File: src/ordered_queue_with_delete_assert.svh
// ----------------------------------------------------------------------------
// ordered queue assertion macros
// shared property shapes for the queue checks, clocked on clk, reset arst_n
// ----------------------------------------------------------------------------
`ifndef ORDERED_QUEUE_WITH_DELETE_ASSERT_SVH
`define ORDERED_QUEUE_WITH_DELETE_ASSERT_SVH

// same-cycle implication
`define OQD_ASSERT_IMP(label, ante, cons) \
	label: assert property (@(posedge clk) disable iff (!arst_n) (ante) |-> (cons)) \
		else $error("ordered queue check failed");

// next-cycle implication
`define OQD_ASSERT_NEXT(label, ante, cons) \
	label: assert property (@(posedge clk) disable iff (!arst_n) (ante) |=> (cons)) \
		else $error("ordered queue check failed");

`endif

File: src/oqd_pkg.sv
`timescale 1ns / 1ps
// ----------------------------------------------------------------------------
// oqd_pkg
// command and status codes and the cell control bundle of the ordered queue
// ----------------------------------------------------------------------------
package oqd_pkg;

	localparam logic [2:0] CMD_APPEND   = 3'd0;
	localparam logic [2:0] CMD_REMOVE   = 3'd1;
	localparam logic [2:0] CMD_CONTAINS = 3'd2;
	localparam logic [2:0] CMD_POP      = 3'd3;
	localparam logic [2:0] CMD_RESTART  = 3'd4;
	localparam logic [2:0] CMD_STEP     = 3'd5;

	localparam logic [1:0] ST_OK        = 2'd0;
	localparam logic [1:0] ST_NOT_FOUND = 2'd1;
	localparam logic [1:0] ST_FULL      = 2'd2;
	localparam logic [1:0] ST_EMPTY     = 2'd3;

	typedef struct packed {
		logic cmp_en;
		logic valid;
		logic shift;
		logic write;
	} cell_ctl_t;

endpackage

File: src/oqd_cell.sv
`timescale 1ns / 1ps
// ----------------------------------------------------------------------------
// oqd_cell
// one queue slot: holds an entry, compares it, takes the word behind it on a
// close-up and passes the first-match prefix to the next slot
// ----------------------------------------------------------------------------
module oqd_cell (
	input  logic              clk,
	input  oqd_pkg::cell_ctl_t ctl,
	input  logic [31:0]       cmp_value,
	input  logic [31:0]       wr_value,
	input  logic [31:0]       next_entry,
	input  logic              prefix_in,
	output logic [31:0]       entry,
	output logic              hit,
	output logic              prefix_out
);

	logic [31:0] entry_q;
	logic        hit_q;

	always_ff @(posedge clk) begin
		if (ctl.write) begin
			entry_q <= wr_value;
		end else if (ctl.shift) begin
			entry_q <= next_entry;
		end
	end

	// match is sampled when the command is taken, masked to live slots
	always_ff @(posedge clk) begin
		if (ctl.cmp_en) begin
			hit_q <= ctl.valid && (entry_q == cmp_value);
		end
	end

	assign entry      = entry_q;
	assign hit        = hit_q;
	assign prefix_out = prefix_in | hit_q;

endmodule

File: src/ordered_queue_with_delete.sv
`timescale 1ns / 1ps
// ----------------------------------------------------------------------------
// ordered_queue_with_delete
// ordered queue of 32-bit words with remove by value, membership and walk
// ----------------------------------------------------------------------------
// A command is taken when start is high and busy is low. The word is compared
// against all slots in the cycle it is taken, and the row of slots is shifted,
// written or read in the next cycle, during which busy is high. The result
// appears in the cycle after that for one cycle with done high and cannot be
// held off; a new command may be taken in that same cycle, but none is taken
// while one is still being carried out. size and walk_ended give the state
// after the command; result_value is 0 unless a word is popped or walked.
module ordered_queue_with_delete #(
	parameter int DEPTH = 16
) (
	input  logic                         clk,
	input  logic                         arst_n,
	input  logic                         start,
	output logic                         busy,
	input  logic [2:0]                   cmd,
	input  logic [31:0]                  value,
	output logic                         done,
	output logic [31:0]                  result_value,
	output logic [1:0]                   status,
	output logic                         walk_ended,
	output logic [$clog2(DEPTH+1)-1:0]   size
);

	localparam int IW = $clog2(DEPTH);
	localparam int CW = $clog2(DEPTH + 1);

	typedef enum logic [1:0] {
		IDLE = 2'b01,
		EXEC = 2'b10
	} state_t;

	state_t      state_q;
	logic [2:0]  cmd_q;
	logic [31:0] value_q;
	logic [CW-1:0] count_q, pos_q;
	logic          walk_done_q;

	logic [31:0]   ent [DEPTH];
	logic [DEPTH-1:0] hits, prefix;
	oqd_pkg::cell_ctl_t ctl [DEPTH];

	logic          accept, exec;
	logic          empty, full, any_hit, hit_last;
	logic [CW-1:0] cnt_m1, pos_p1;
	logic [CW-1:0] count_d, pos_d;
	logic          walk_done_d;
	logic [31:0]   res_d;
	logic [1:0]    st_d;
	logic          pop_go, rm_go, app_go;

	logic          done_q, ended_q;
	logic [31:0]   result_q;
	logic [1:0]    status_q;
	logic [CW-1:0] size_q;

	assign accept = start && (state_q == IDLE);
	assign exec   = (state_q == EXEC);

	assign empty    = (count_q == '0);
	assign full     = (count_q == CW'(DEPTH));
	assign any_hit  = prefix[DEPTH-1];
	assign cnt_m1   = count_q - CW'(1);
	assign hit_last = hits[cnt_m1[IW-1:0]];
	assign pos_p1   = pos_q + CW'(1);

	genvar i;
	generate
		for (i = 0; i < DEPTH; i++) begin : g_cell
			assign ctl[i].cmp_en = accept;
			assign ctl[i].valid  = (CW'(i) < count_q);
			// close up behind the removed word; a back hit with no head hit needs no move
			assign ctl[i].shift  = exec && (pop_go ||
				(rm_go && !(hit_last && !hits[0]) && prefix[i]));
			assign ctl[i].write  = exec && app_go && (count_q == CW'(i));

			if (i == 0) begin : g_head
				oqd_cell u_cell (
					.clk        (clk),
					.ctl        (ctl[i]),
					.cmp_value  (value),
					.wr_value   (value_q),
					.next_entry (ent[i+1]),
					.prefix_in  (1'b0),
					.entry      (ent[i]),
					.hit        (hits[i]),
					.prefix_out (prefix[i])
				);
			end else if (i == DEPTH - 1) begin : g_tail
				oqd_cell u_cell (
					.clk        (clk),
					.ctl        (ctl[i]),
					.cmp_value  (value),
					.wr_value   (value_q),
					.next_entry (ent[i]),
					.prefix_in  (prefix[i-1]),
					.entry      (ent[i]),
					.hit        (hits[i]),
					.prefix_out (prefix[i])
				);
			end else begin : g_mid
				oqd_cell u_cell (
					.clk        (clk),
					.ctl        (ctl[i]),
					.cmp_value  (value),
					.wr_value   (value_q),
					.next_entry (ent[i+1]),
					.prefix_in  (prefix[i-1]),
					.entry      (ent[i]),
					.hit        (hits[i]),
					.prefix_out (prefix[i])
				);
			end
		end
	endgenerate

	always_comb begin
		count_d     = count_q;
		pos_d       = pos_q;
		walk_done_d = walk_done_q;
		res_d       = '0;
		st_d        = oqd_pkg::ST_OK;
		pop_go      = 1'b0;
		rm_go       = 1'b0;
		app_go      = 1'b0;
		case (cmd_q)
			oqd_pkg::CMD_APPEND: begin
				if (full) begin
					st_d = oqd_pkg::ST_FULL;
				end else begin
					app_go  = 1'b1;
					count_d = count_q + CW'(1);
				end
			end
			oqd_pkg::CMD_REMOVE: begin
				if (any_hit) begin
					rm_go   = 1'b1;
					count_d = cnt_m1;
				end else begin
					st_d = oqd_pkg::ST_NOT_FOUND;
				end
			end
			oqd_pkg::CMD_CONTAINS: begin
				st_d = any_hit ? oqd_pkg::ST_OK : oqd_pkg::ST_NOT_FOUND;
			end
			oqd_pkg::CMD_POP: begin
				if (empty) begin
					st_d = oqd_pkg::ST_EMPTY;
				end else begin
					res_d   = ent[0];
					pop_go  = 1'b1;
					count_d = cnt_m1;
				end
			end
			oqd_pkg::CMD_RESTART: begin
				pos_d = '0;
				if (empty) begin
					walk_done_d = 1'b1;
					st_d        = oqd_pkg::ST_EMPTY;
				end else begin
					walk_done_d = 1'b0;
					res_d       = ent[0];
				end
			end
			oqd_pkg::CMD_STEP: begin
				if (walk_done_q || (pos_q >= count_q)) begin
					walk_done_d = 1'b1;
					st_d        = oqd_pkg::ST_NOT_FOUND;
				end else begin
					pos_d = pos_p1;
					if (pos_p1 < count_q) begin
						res_d = ent[pos_p1[IW-1:0]];
					end else begin
						walk_done_d = 1'b1;
						st_d        = oqd_pkg::ST_NOT_FOUND;
					end
				end
			end
			default: begin
			end
		endcase
	end

	always_ff @(posedge clk or negedge arst_n) begin
		if (!arst_n) begin
			state_q     <= IDLE;
			count_q     <= '0;
			pos_q       <= '0;
			walk_done_q <= 1'b1;
			done_q      <= 1'b0;
		end else begin
			done_q <= exec;
			case (state_q)
				IDLE: begin
					if (start) begin
						state_q <= EXEC;
					end
				end
				EXEC: begin
					state_q     <= IDLE;
					count_q     <= count_d;
					pos_q       <= pos_d;
					walk_done_q <= walk_done_d;
				end
				default: begin
					state_q <= IDLE;
				end
			endcase
		end
	end

	always_ff @(posedge clk) begin
		if (accept) begin
			cmd_q   <= cmd;
			value_q <= value;
		end
		if (exec) begin
			result_q <= res_d;
			status_q <= st_d;
			ended_q  <= walk_done_d || (pos_d >= count_d);
			size_q   <= count_d;
		end
	end

	assign busy         = (state_q != IDLE);
	assign done         = done_q;
	assign result_value = result_q;
	assign status       = status_q;
	assign walk_ended   = ended_q;
	assign size         = size_q;

`include "ordered_queue_with_delete_assert.svh"

	`OQD_ASSERT_NEXT(a_take_goes_busy, start && !busy, busy && !done)
	`OQD_ASSERT_NEXT(a_exec_gives_word, busy, done && !busy)
	`OQD_ASSERT_IMP(a_size_bound, done, size <= CW'(DEPTH))
	`OQD_ASSERT_IMP(a_drop_only_full, done && (status == oqd_pkg::ST_FULL), size == CW'(DEPTH))

endmodule
File: config.mk
export PLATFORM = sky130hd
export DESIGN_NAME = ordered_queue_with_delete
export DESIGN_NICKNAME = d
export VERILOG_FILES = /design/src/oqd_pkg.sv /design/src/oqd_cell.sv /design/src/ordered_queue_with_delete.sv
export VERILOG_INCLUDE_DIRS = /design/src /design/src/src
export SDC_FILE = /design/constraint.sdc
export NUM_CORES = 1
export LEC_CHECK = 0
export CAP_MARGIN = 40
export CORE_ASPECT_RATIO = 0.8
export CORE_UTILIZATION = 57
export DETAILED_ROUTE_END_ITERATION = 12
export DONT_BUFFER_PORTS = 1
export PLACE_DENSITY_LB_ADDON = 0.15
export SETUP_SLACK_MARGIN = 0.1
export SYNTH_ARGS = -nofsm -noshare
export SYNTH_HDL_FRONTEND = slang
export SYNTH_HIERARCHICAL = 1
export SYNTH_SLANG_ARGS = --single-unit
File: constraint.sdc
create_clock -name clk -period 7.1 [get_ports clk]
set_input_delay 1.42 -clock clk [delete_from_list [all_inputs] [get_ports clk]]
set_output_delay 1.42 -clock clk [all_outputs]
set_load 0.1 [all_outputs]
# Word-level counts from Yosys, hierarchy flattened
# Cells that the tools add are included.
[classes] n_addsub=3 n_lt_le_gt_ge=21 n_eq_ne=41 n_mux=63 bitwise=16 reduce_logical=104
[ops] cell="$mux 32" count=35
[ops] cell="$eq 32x32->1" count=16
[ops] cell="$bmux 32 s4" count=1
[ops] cell="$logic_and 1x1->1" count=66
[ops] cell="$pmux 32 s2" count=1
[ops] cell="$eq 5x4->1 const B" count=8
[ops] cell="$lt 4x5->1 const A" count=8
[ops] cell="$reduce_bool 2->1" count=15
[ops] cell="$eq 5x3->1 const B" count=4
[ops] cell="$lt 3x5->1 const A" count=4
[ops] cell="$mux 5" count=4
[ops] cell="$logic_or 1x1->1" count=17
[ops] cell="$or 1x1->1" count=15
[ops] cell="$pmux 5 s3" count=1
[ops] cell="$mux 1" count=13
[ops] cell="$add 5x1->5 const B" count=2
[ops] cell="$eq 5x2->1 const B" count=2
[ops] cell="$ge 5x5->1" count=2
[ops] cell="$lt 1x5->1 const A" count=2
[ops] cell="$lt 2x5->1 const A" count=2
[ops] cell="$pmux 5 s2" count=1
[ops] cell="$mux 2" count=4
[ops] cell="$pmux 2 s4" count=1
[ops] cell="$eq 3x2->1 const B" count=2
[ops] cell="19 further kinds" count=22
[word_totals] regBits=617 inputBits=38 output_inout_bits=42 word_cells=291

# Depth between registers and ports, before layout
[logic_depth] ltp_word=23 depth_mapped=26 ltp_nobuf=26

# Cells and area by module
# Netlist, hierarchy kept.
[modules_own_cells] module="oqd_cell" n_inst=16 cells_each=115 area_per_inst_um2=1739.2 seq_area_each_um2=991.0
[modules_own_cells] module="ordered_queue_with_delete" n_inst=1 cells_each=603 area_per_inst_um2=8557.0 seq_area_each_um2=2605.0

# Worst setup path after synthesis
# No wires, ideal clock.
[synth_timing] path_type="flip-flop to flip-flop" from="register g_cell[0].g_head.u_cell.hit_q" to="register g_cell[0].g_head.u_cell.entry_q[0] (enable)" setup_ps=330 arrival_time_ps=6404 required_time_ps=6770 path_slack_ps=366 path_stages_with_launch=24 n_path_buf=1 synth_period_minus_slack_ps=6734 cell_sequence="edfxtp_1 > or2_2 > or2_2 > or2_2 > or2_2 > or2_2 > or2_2 > or2_2 > or2_2 > or2_2 > or2_2 > or2_2 > or2_2 > or2_2 > or2_2 > or2_2 > or2_2 > and4bb_2 > a21oi_4 > nor2_1 > nand4_1 > buf_2 > a21oi_2 > or2_2"
[synth_lines] item="from (decl)" line="oqd_cell.sv:20" text="logic hit_q;"
[synth_lines] item="from (signal assigned)" line="oqd_cell.sv:33" text="hit_q <= ctl.valid && (entry_q == cmp_value);"
[synth_lines] item="to (signal assigned)" line="oqd_cell.sv:24" text="entry_q <= wr_value;"
[synth_lines] item="to (signal assigned)" line="oqd_cell.sv:26" text="entry_q <= next_entry;"
[synth_lines] item="to (decl)" line="oqd_cell.sv:19" text="logic [31:0] entry_q;"

==> impl_metrics.xml <==
<?xml version="1.0" encoding="UTF-8"?>
<metrics>
  <group name="detailed_routing">
    <metric name="post_drt_via_cell_ratio" unit="">6.93</metric>
    <metric name="drt_pass1_iterations" unit="">5</metric>
    <metric name="detailroute.via_count" unit="">23600</metric>
    <metric name="post_drt_wl_per_cell" unit="um">33.8</metric>
    <metric name="totalWireLength" unit="um">115000</metric>
    <metric name="ant_nets" unit="">0</metric>
    <metric name="drtIter0Drc" unit="">3419</metric>
    <metric name="post-route-drc-count" unit="">0</metric>
  </group>
  <group name="die">
    <metric name="floorplan.die_area" unit="um^2">64900</metric>
    <metric name="core_region_area" unit="um^2">62900</metric>
    <metric name="fp.dieW" unit="um">284</metric>
    <metric name="die_y" unit="um">228</metric>
    <metric name="num_rows" unit="">82</metric>
    <metric name="initial_utilization" unit="%">57.9</metric>
    <metric name="total_i_o_pin_count" unit="">80</metric>
  </group>
  <group name="synthesis">
    <metric name="netlist_area" unit="um^2">36400</metric>
    <metric name="netlist_top_cells_area" unit="">sky130_fd_sc_hd__edfxtp_1, sky130_fd_sc_hd__mux2_2, sky130_fd_sc_hd__xor2_1</metric>
    <metric name="netlist.top_cell.by_area" unit="">sky130_fd_sc_hd__edfxtp_1</metric>
    <metric name="netlist-cell-type-count" unit="">67</metric>
    <metric name="netlist_top_cells_count" unit="">sky130_fd_sc_hd__edfxtp_1, sky130_fd_sc_hd__mux2_2, sky130_fd_sc_hd__xor2_1, sky130_fd_sc_hd__mux4_2, sky130_fd_sc_hd__nor4_1</metric>
    <metric name="ys_warn_count" unit="">6</metric>
    <metric name="synth_async_sr_flop_share" unit="%">2.27</metric>
    <metric name="synth-edff-count" unit="">603</metric>
    <metric name="syn_avg_cell_area" unit="um^2">14.9</metric>
    <metric name="yosysMostFrequentCell" unit="">sky130_fd_sc_hd__edfxtp_1</metric>
    <metric name="synth_flop_cell" unit="">sky130_fd_sc_hd__edfxtp_1</metric>
    <metric name="syn_inst" unit="">2443</metric>
    <metric name="synth_nets" unit="">2502</metric>
    <metric name="postSynthRegisterBits" unit="">617</metric>
    <metric name="synth.top_cell.area_share" unit="%">49.8</metric>
    <metric name="yosysSeqAreaShare" unit="%">50.7</metric>
  </group>
  <group name="place">
    <metric name="placed_area" unit="um^2">38400</metric>
    <metric name="pre_cts_slack" unit="ns">0.0619</metric>
    <metric name="place_hpwl" unit="um">80700</metric>
    <metric name="port-buffer-count" unit="">0</metric>
    <metric name="gp_routability_congestion" unit="">0.945</metric>
  </group>
  <group name="sta">
    <metric name="finalHoldViolations" unit="">0</metric>
    <metric name="timing_worst_slew_pin_value" unit="ns">1.08</metric>
    <metric name="unrepaired_setup_endpoints_after_global_routing" unit="">false</metric>
    <metric name="setup_tns" unit="ns">0</metric>
    <metric name="timing.final.ws_setup" unit="ns">0.212</metric>
    <metric name="slew_headroom" unit="%">27.0</metric>
    <metric name="worst_setup_skew_after_layout" unit="ns">0.0226</metric>
    <metric name="max_freq" unit="GHz">0.145</metric>
    <metric name="setup_violations" unit="">0</metric>
    <metric name="final_critical_delay_including_setup_and_external_delays" unit="ns">6.89</metric>
    <metric name="post-route-period-util" unit="%">97.0</metric>
    <metric name="maxSlewViolCount" unit="">0</metric>
  </group>
  <group name="setup_path">
    <metric name="regToRegStartpoint" unit="">g_cell[0].g_head.u_cell/hit</metric>
    <metric name="worstSetupPathType" unit="">flip-flop to flip-flop</metric>
    <metric name="critical_path.n_buffers_inverters" unit="">4</metric>
    <metric name="critPathLaunch" unit="">g_cell[0].g_head.u_cell/hit</metric>
    <metric name="crit_slowest_cell" unit="">sky130_fd_sc_hd__edfxtp_1</metric>
    <metric name="end_kind" unit="">flip-flop</metric>
    <metric name="cp-start-kind" unit="">flip-flop</metric>
    <metric name="worst_path_dominant_cell_family" unit="">simple AND/OR/NAND/NOR gates</metric>
    <metric name="worst_ep_required_time" unit="ns">7.45</metric>
    <metric name="path_max_fanout" unit="">20</metric>
    <metric name="worst_ep_arrival_time" unit="ns">7.24</metric>
    <metric name="crit_top_cell" unit="">sky130_fd_sc_hd__or2_2</metric>
    <metric name="delay_of_the_slowest_cell_on_the_worst_path" unit="ns">0.40</metric>
  </group>
  <group name="global_route">
    <metric name="grt_pass1_vias" unit="">22700</metric>
    <metric name="grt_start_max_net_pins" unit="">90</metric>
    <metric name="grt_pass1_wl" unit="um">164000</metric>
    <metric name="grt_util_all_layers" unit="%">34.9</metric>
    <metric name="grt_antenna_before_repair" unit="">8</metric>
    <metric name="global_route.overflow_total" unit="">0</metric>
  </group>
  <group name="clocking">
    <metric name="cts_sinks" unit="">617</metric>
    <metric name="cts_max_level" unit="">3</metric>
    <metric name="clock_tree_from_tritoncts" unit="">done</metric>
    <metric name="cts_root_buf" unit="">sky130_fd_sc_hd__clkbuf_16</metric>
    <metric name="worst_skew_pair.late_latency" unit="ns">0.62</metric>
    <metric name="cts.path.max_buffers" unit="">3</metric>
    <metric name="worst_setup_hold_path_clk_slew" unit="ns">0.06</metric>
    <metric name="cts_made_buffers" unit="">67</metric>
  </group>
  <group name="finish">
    <metric name="final_nets" unit="">2567</metric>
    <metric name="final_layout_size_suffix_gt1_share" unit="%">38.5</metric>
    <metric name="layout.filler_cells" unit="">4481</metric>
    <metric name="synthToLayoutAreaGrowth" unit="%">12.4</metric>
    <metric name="postLayoutCellArea" unit="um^2">40900</metric>
  </group>
  <group name="power">
    <metric name="p_per_area" unit="nW/um^2">253</metric>
    <metric name="ir_worst_vdd" unit="mV">0.206</metric>
    <metric name="leakagePower" unit="nW">13.6</metric>
  </group>
  <group name="status">
    <metric name="result_of_the_run" unit="">finished clean</metric>
  </group>
  <group name="run">
    <metric name="drv_cap" unit="">0</metric>
  </group>
  <group name="hold_path">
    <metric name="holdCritPathClass" unit="">primary input to async pin</metric>
  </group>
</metrics>
==> through the flow <==
step	instances	utilization, %	hold WS (ns)	power [mW]
floorplan	2443	-	0.466	6.06
global placement	3214	59.9	0.496	6.80
detailed placement	3263	61.1	0.491	6.86
CTS	3384	64.5	0.477	10.3
global route	3400	65.0	0.479	10.6
finish	3401	65.1	0.499	10.3
==> area by class of cell <==
type	count	area (um^2)	area share (%)
Antenna cell	1	2.50	0.00612
Multi-Input combinational cell	1680	17400	42.5
Inverter	21	78.8	0.193
Sequential cell	617	18500	45.1
Clock inverter	34	298	0.728
Clock buffer	87	1800	4.41
Timing Repair Buffer	121	1840	4.50
Tap cell	840	1050	2.57
==> report_power, final <==
group          switching [mW]  total (mW)  internal [mW]  leakage, nW
registers               0.307        4.45           4.15         5.64
logic                    1.30        2.45           1.14         6.93
clock network            1.49        3.44           1.95         1.02
total                    3.10        10.3           7.24         13.6
==> placed cells by master (no fill, tap or decap), types with 7 or more instances in the layout <==
| cell | count |
|---|---|
| sky130_fd_sc_hd__or2_2 | 19 |
| sky130_fd_sc_hd__nor3_2 | 20 |
| sky130_fd_sc_hd__ha_1 | 20 |
| sky130_fd_sc_hd__or2_4 | 14 |
| sky130_fd_sc_hd__nor3_1 | 25 |
| sky130_fd_sc_hd__xor2_1 | 497 |
| sky130_fd_sc_hd__edfxtp_1 | 603 |
| sky130_fd_sc_hd__clkinv_2 | 10 |
| sky130_fd_sc_hd__clkbuf_1 | 17 |
| sky130_fd_sc_hd__nand4_1 | 18 |
| sky130_fd_sc_hd__nand2_1 | 26 |
| sky130_fd_sc_hd__inv_1 | 19 |
| sky130_fd_sc_hd__mux2_2 | 513 |
| sky130_fd_sc_hd__nor2_1 | 31 |
| sky130_fd_sc_hd__nor4_1 | 112 |
| sky130_fd_sc_hd__clkdlybuf4s15_2 | 7 |
| sky130_fd_sc_hd__buf_4 | 25 |
| sky130_fd_sc_hd__clkbuf_16 | 78 |
| sky130_fd_sc_hd__buf_16 | 14 |
| sky130_fd_sc_hd__mux4_2 | 163 |
| sky130_fd_sc_hd__clkinv_1 | 11 |
| sky130_fd_sc_hd__buf_12 | 35 |
| sky130_fd_sc_hd__a21oi_1 | 18 |
| sky130_fd_sc_hd__o21ai_0 | 13 |
| sky130_fd_sc_hd__buf_6 | 8 |
| sky130_fd_sc_hd__dfrtp_1 | 11 |
| sky130_fd_sc_hd__buf_2 | 11 |
| sky130_fd_sc_hd__a22o_1 | 32 |
| sky130_fd_sc_hd__xnor2_1 | 19 |
| sky130_fd_sc_hd__nand3_1 | 39 |
| sky130_fd_sc_hd__a21oi_2 | 9 |
==> sequential cells by signal, indices dropped and copies added (netlist names), 2 cells and up <==
signal	flops
g_cell.g_tail.u_cell/entry	32
value_q	32
g_cell.g_head.u_cell/entry	32
g_cell.g_mid.u_cell/entry	448
g_cell.g_mid.u_cell/hit	14
size	5
cmd_q	3
count_q	5
pos_q	5
state_q	2
result_value	32
status	2
==> cells by family (layout without fill, tap and decap cells) <==
kind of cell	Yosys count	in the layout	synth area share, %
xor+xnor	518	518	12.5
mux	683	683	26.2
simple gates	341	341	5.50
buf+inv	146	263	2.00
compound gates	116	116	2.38
flops	617	617	50.7
other cells	1	2	0.0103
fa+ha+maj	21	21	0.722
==> layer usage <==
layer	GRT usage (%)	share of wire, %	vias to the layer above
met5	0	0.011	-
met4	7.41	2.0	2
met3	11.8	14	148
met2	47.9	42	1583
met1	53.5	42	12200
li1	-	-	9647
==> final timing paths <==
check | slack (ns) | cells past startpoint | to
max reg2reg | 0.21 | 26 | g_cell[8].g_mid.u_cell/entry[13]
min | 0.50 | 0 | done
min reg2reg | 0.50 | 2 | walk_done_q
max in group asynchronous | 6.42 | 0 | walk_done_q
min in group clk | 0.50 | 2 | walk_done_q
max | 0.21 | 26 | g_cell[8].g_mid.u_cell/entry[13]
==> what timing repair did <==
action / 4_1_cts / 5_1_grt
resized for setup: 1 / 30
hold buffers: 0 / 0
endpoints found under the setup margin: 62 / 513
buffers inserted: 0 / 4
pin swaps: 0 / 3
cloned: 0 / 8
No activity file was read; power rests on OpenSTA's default activity.
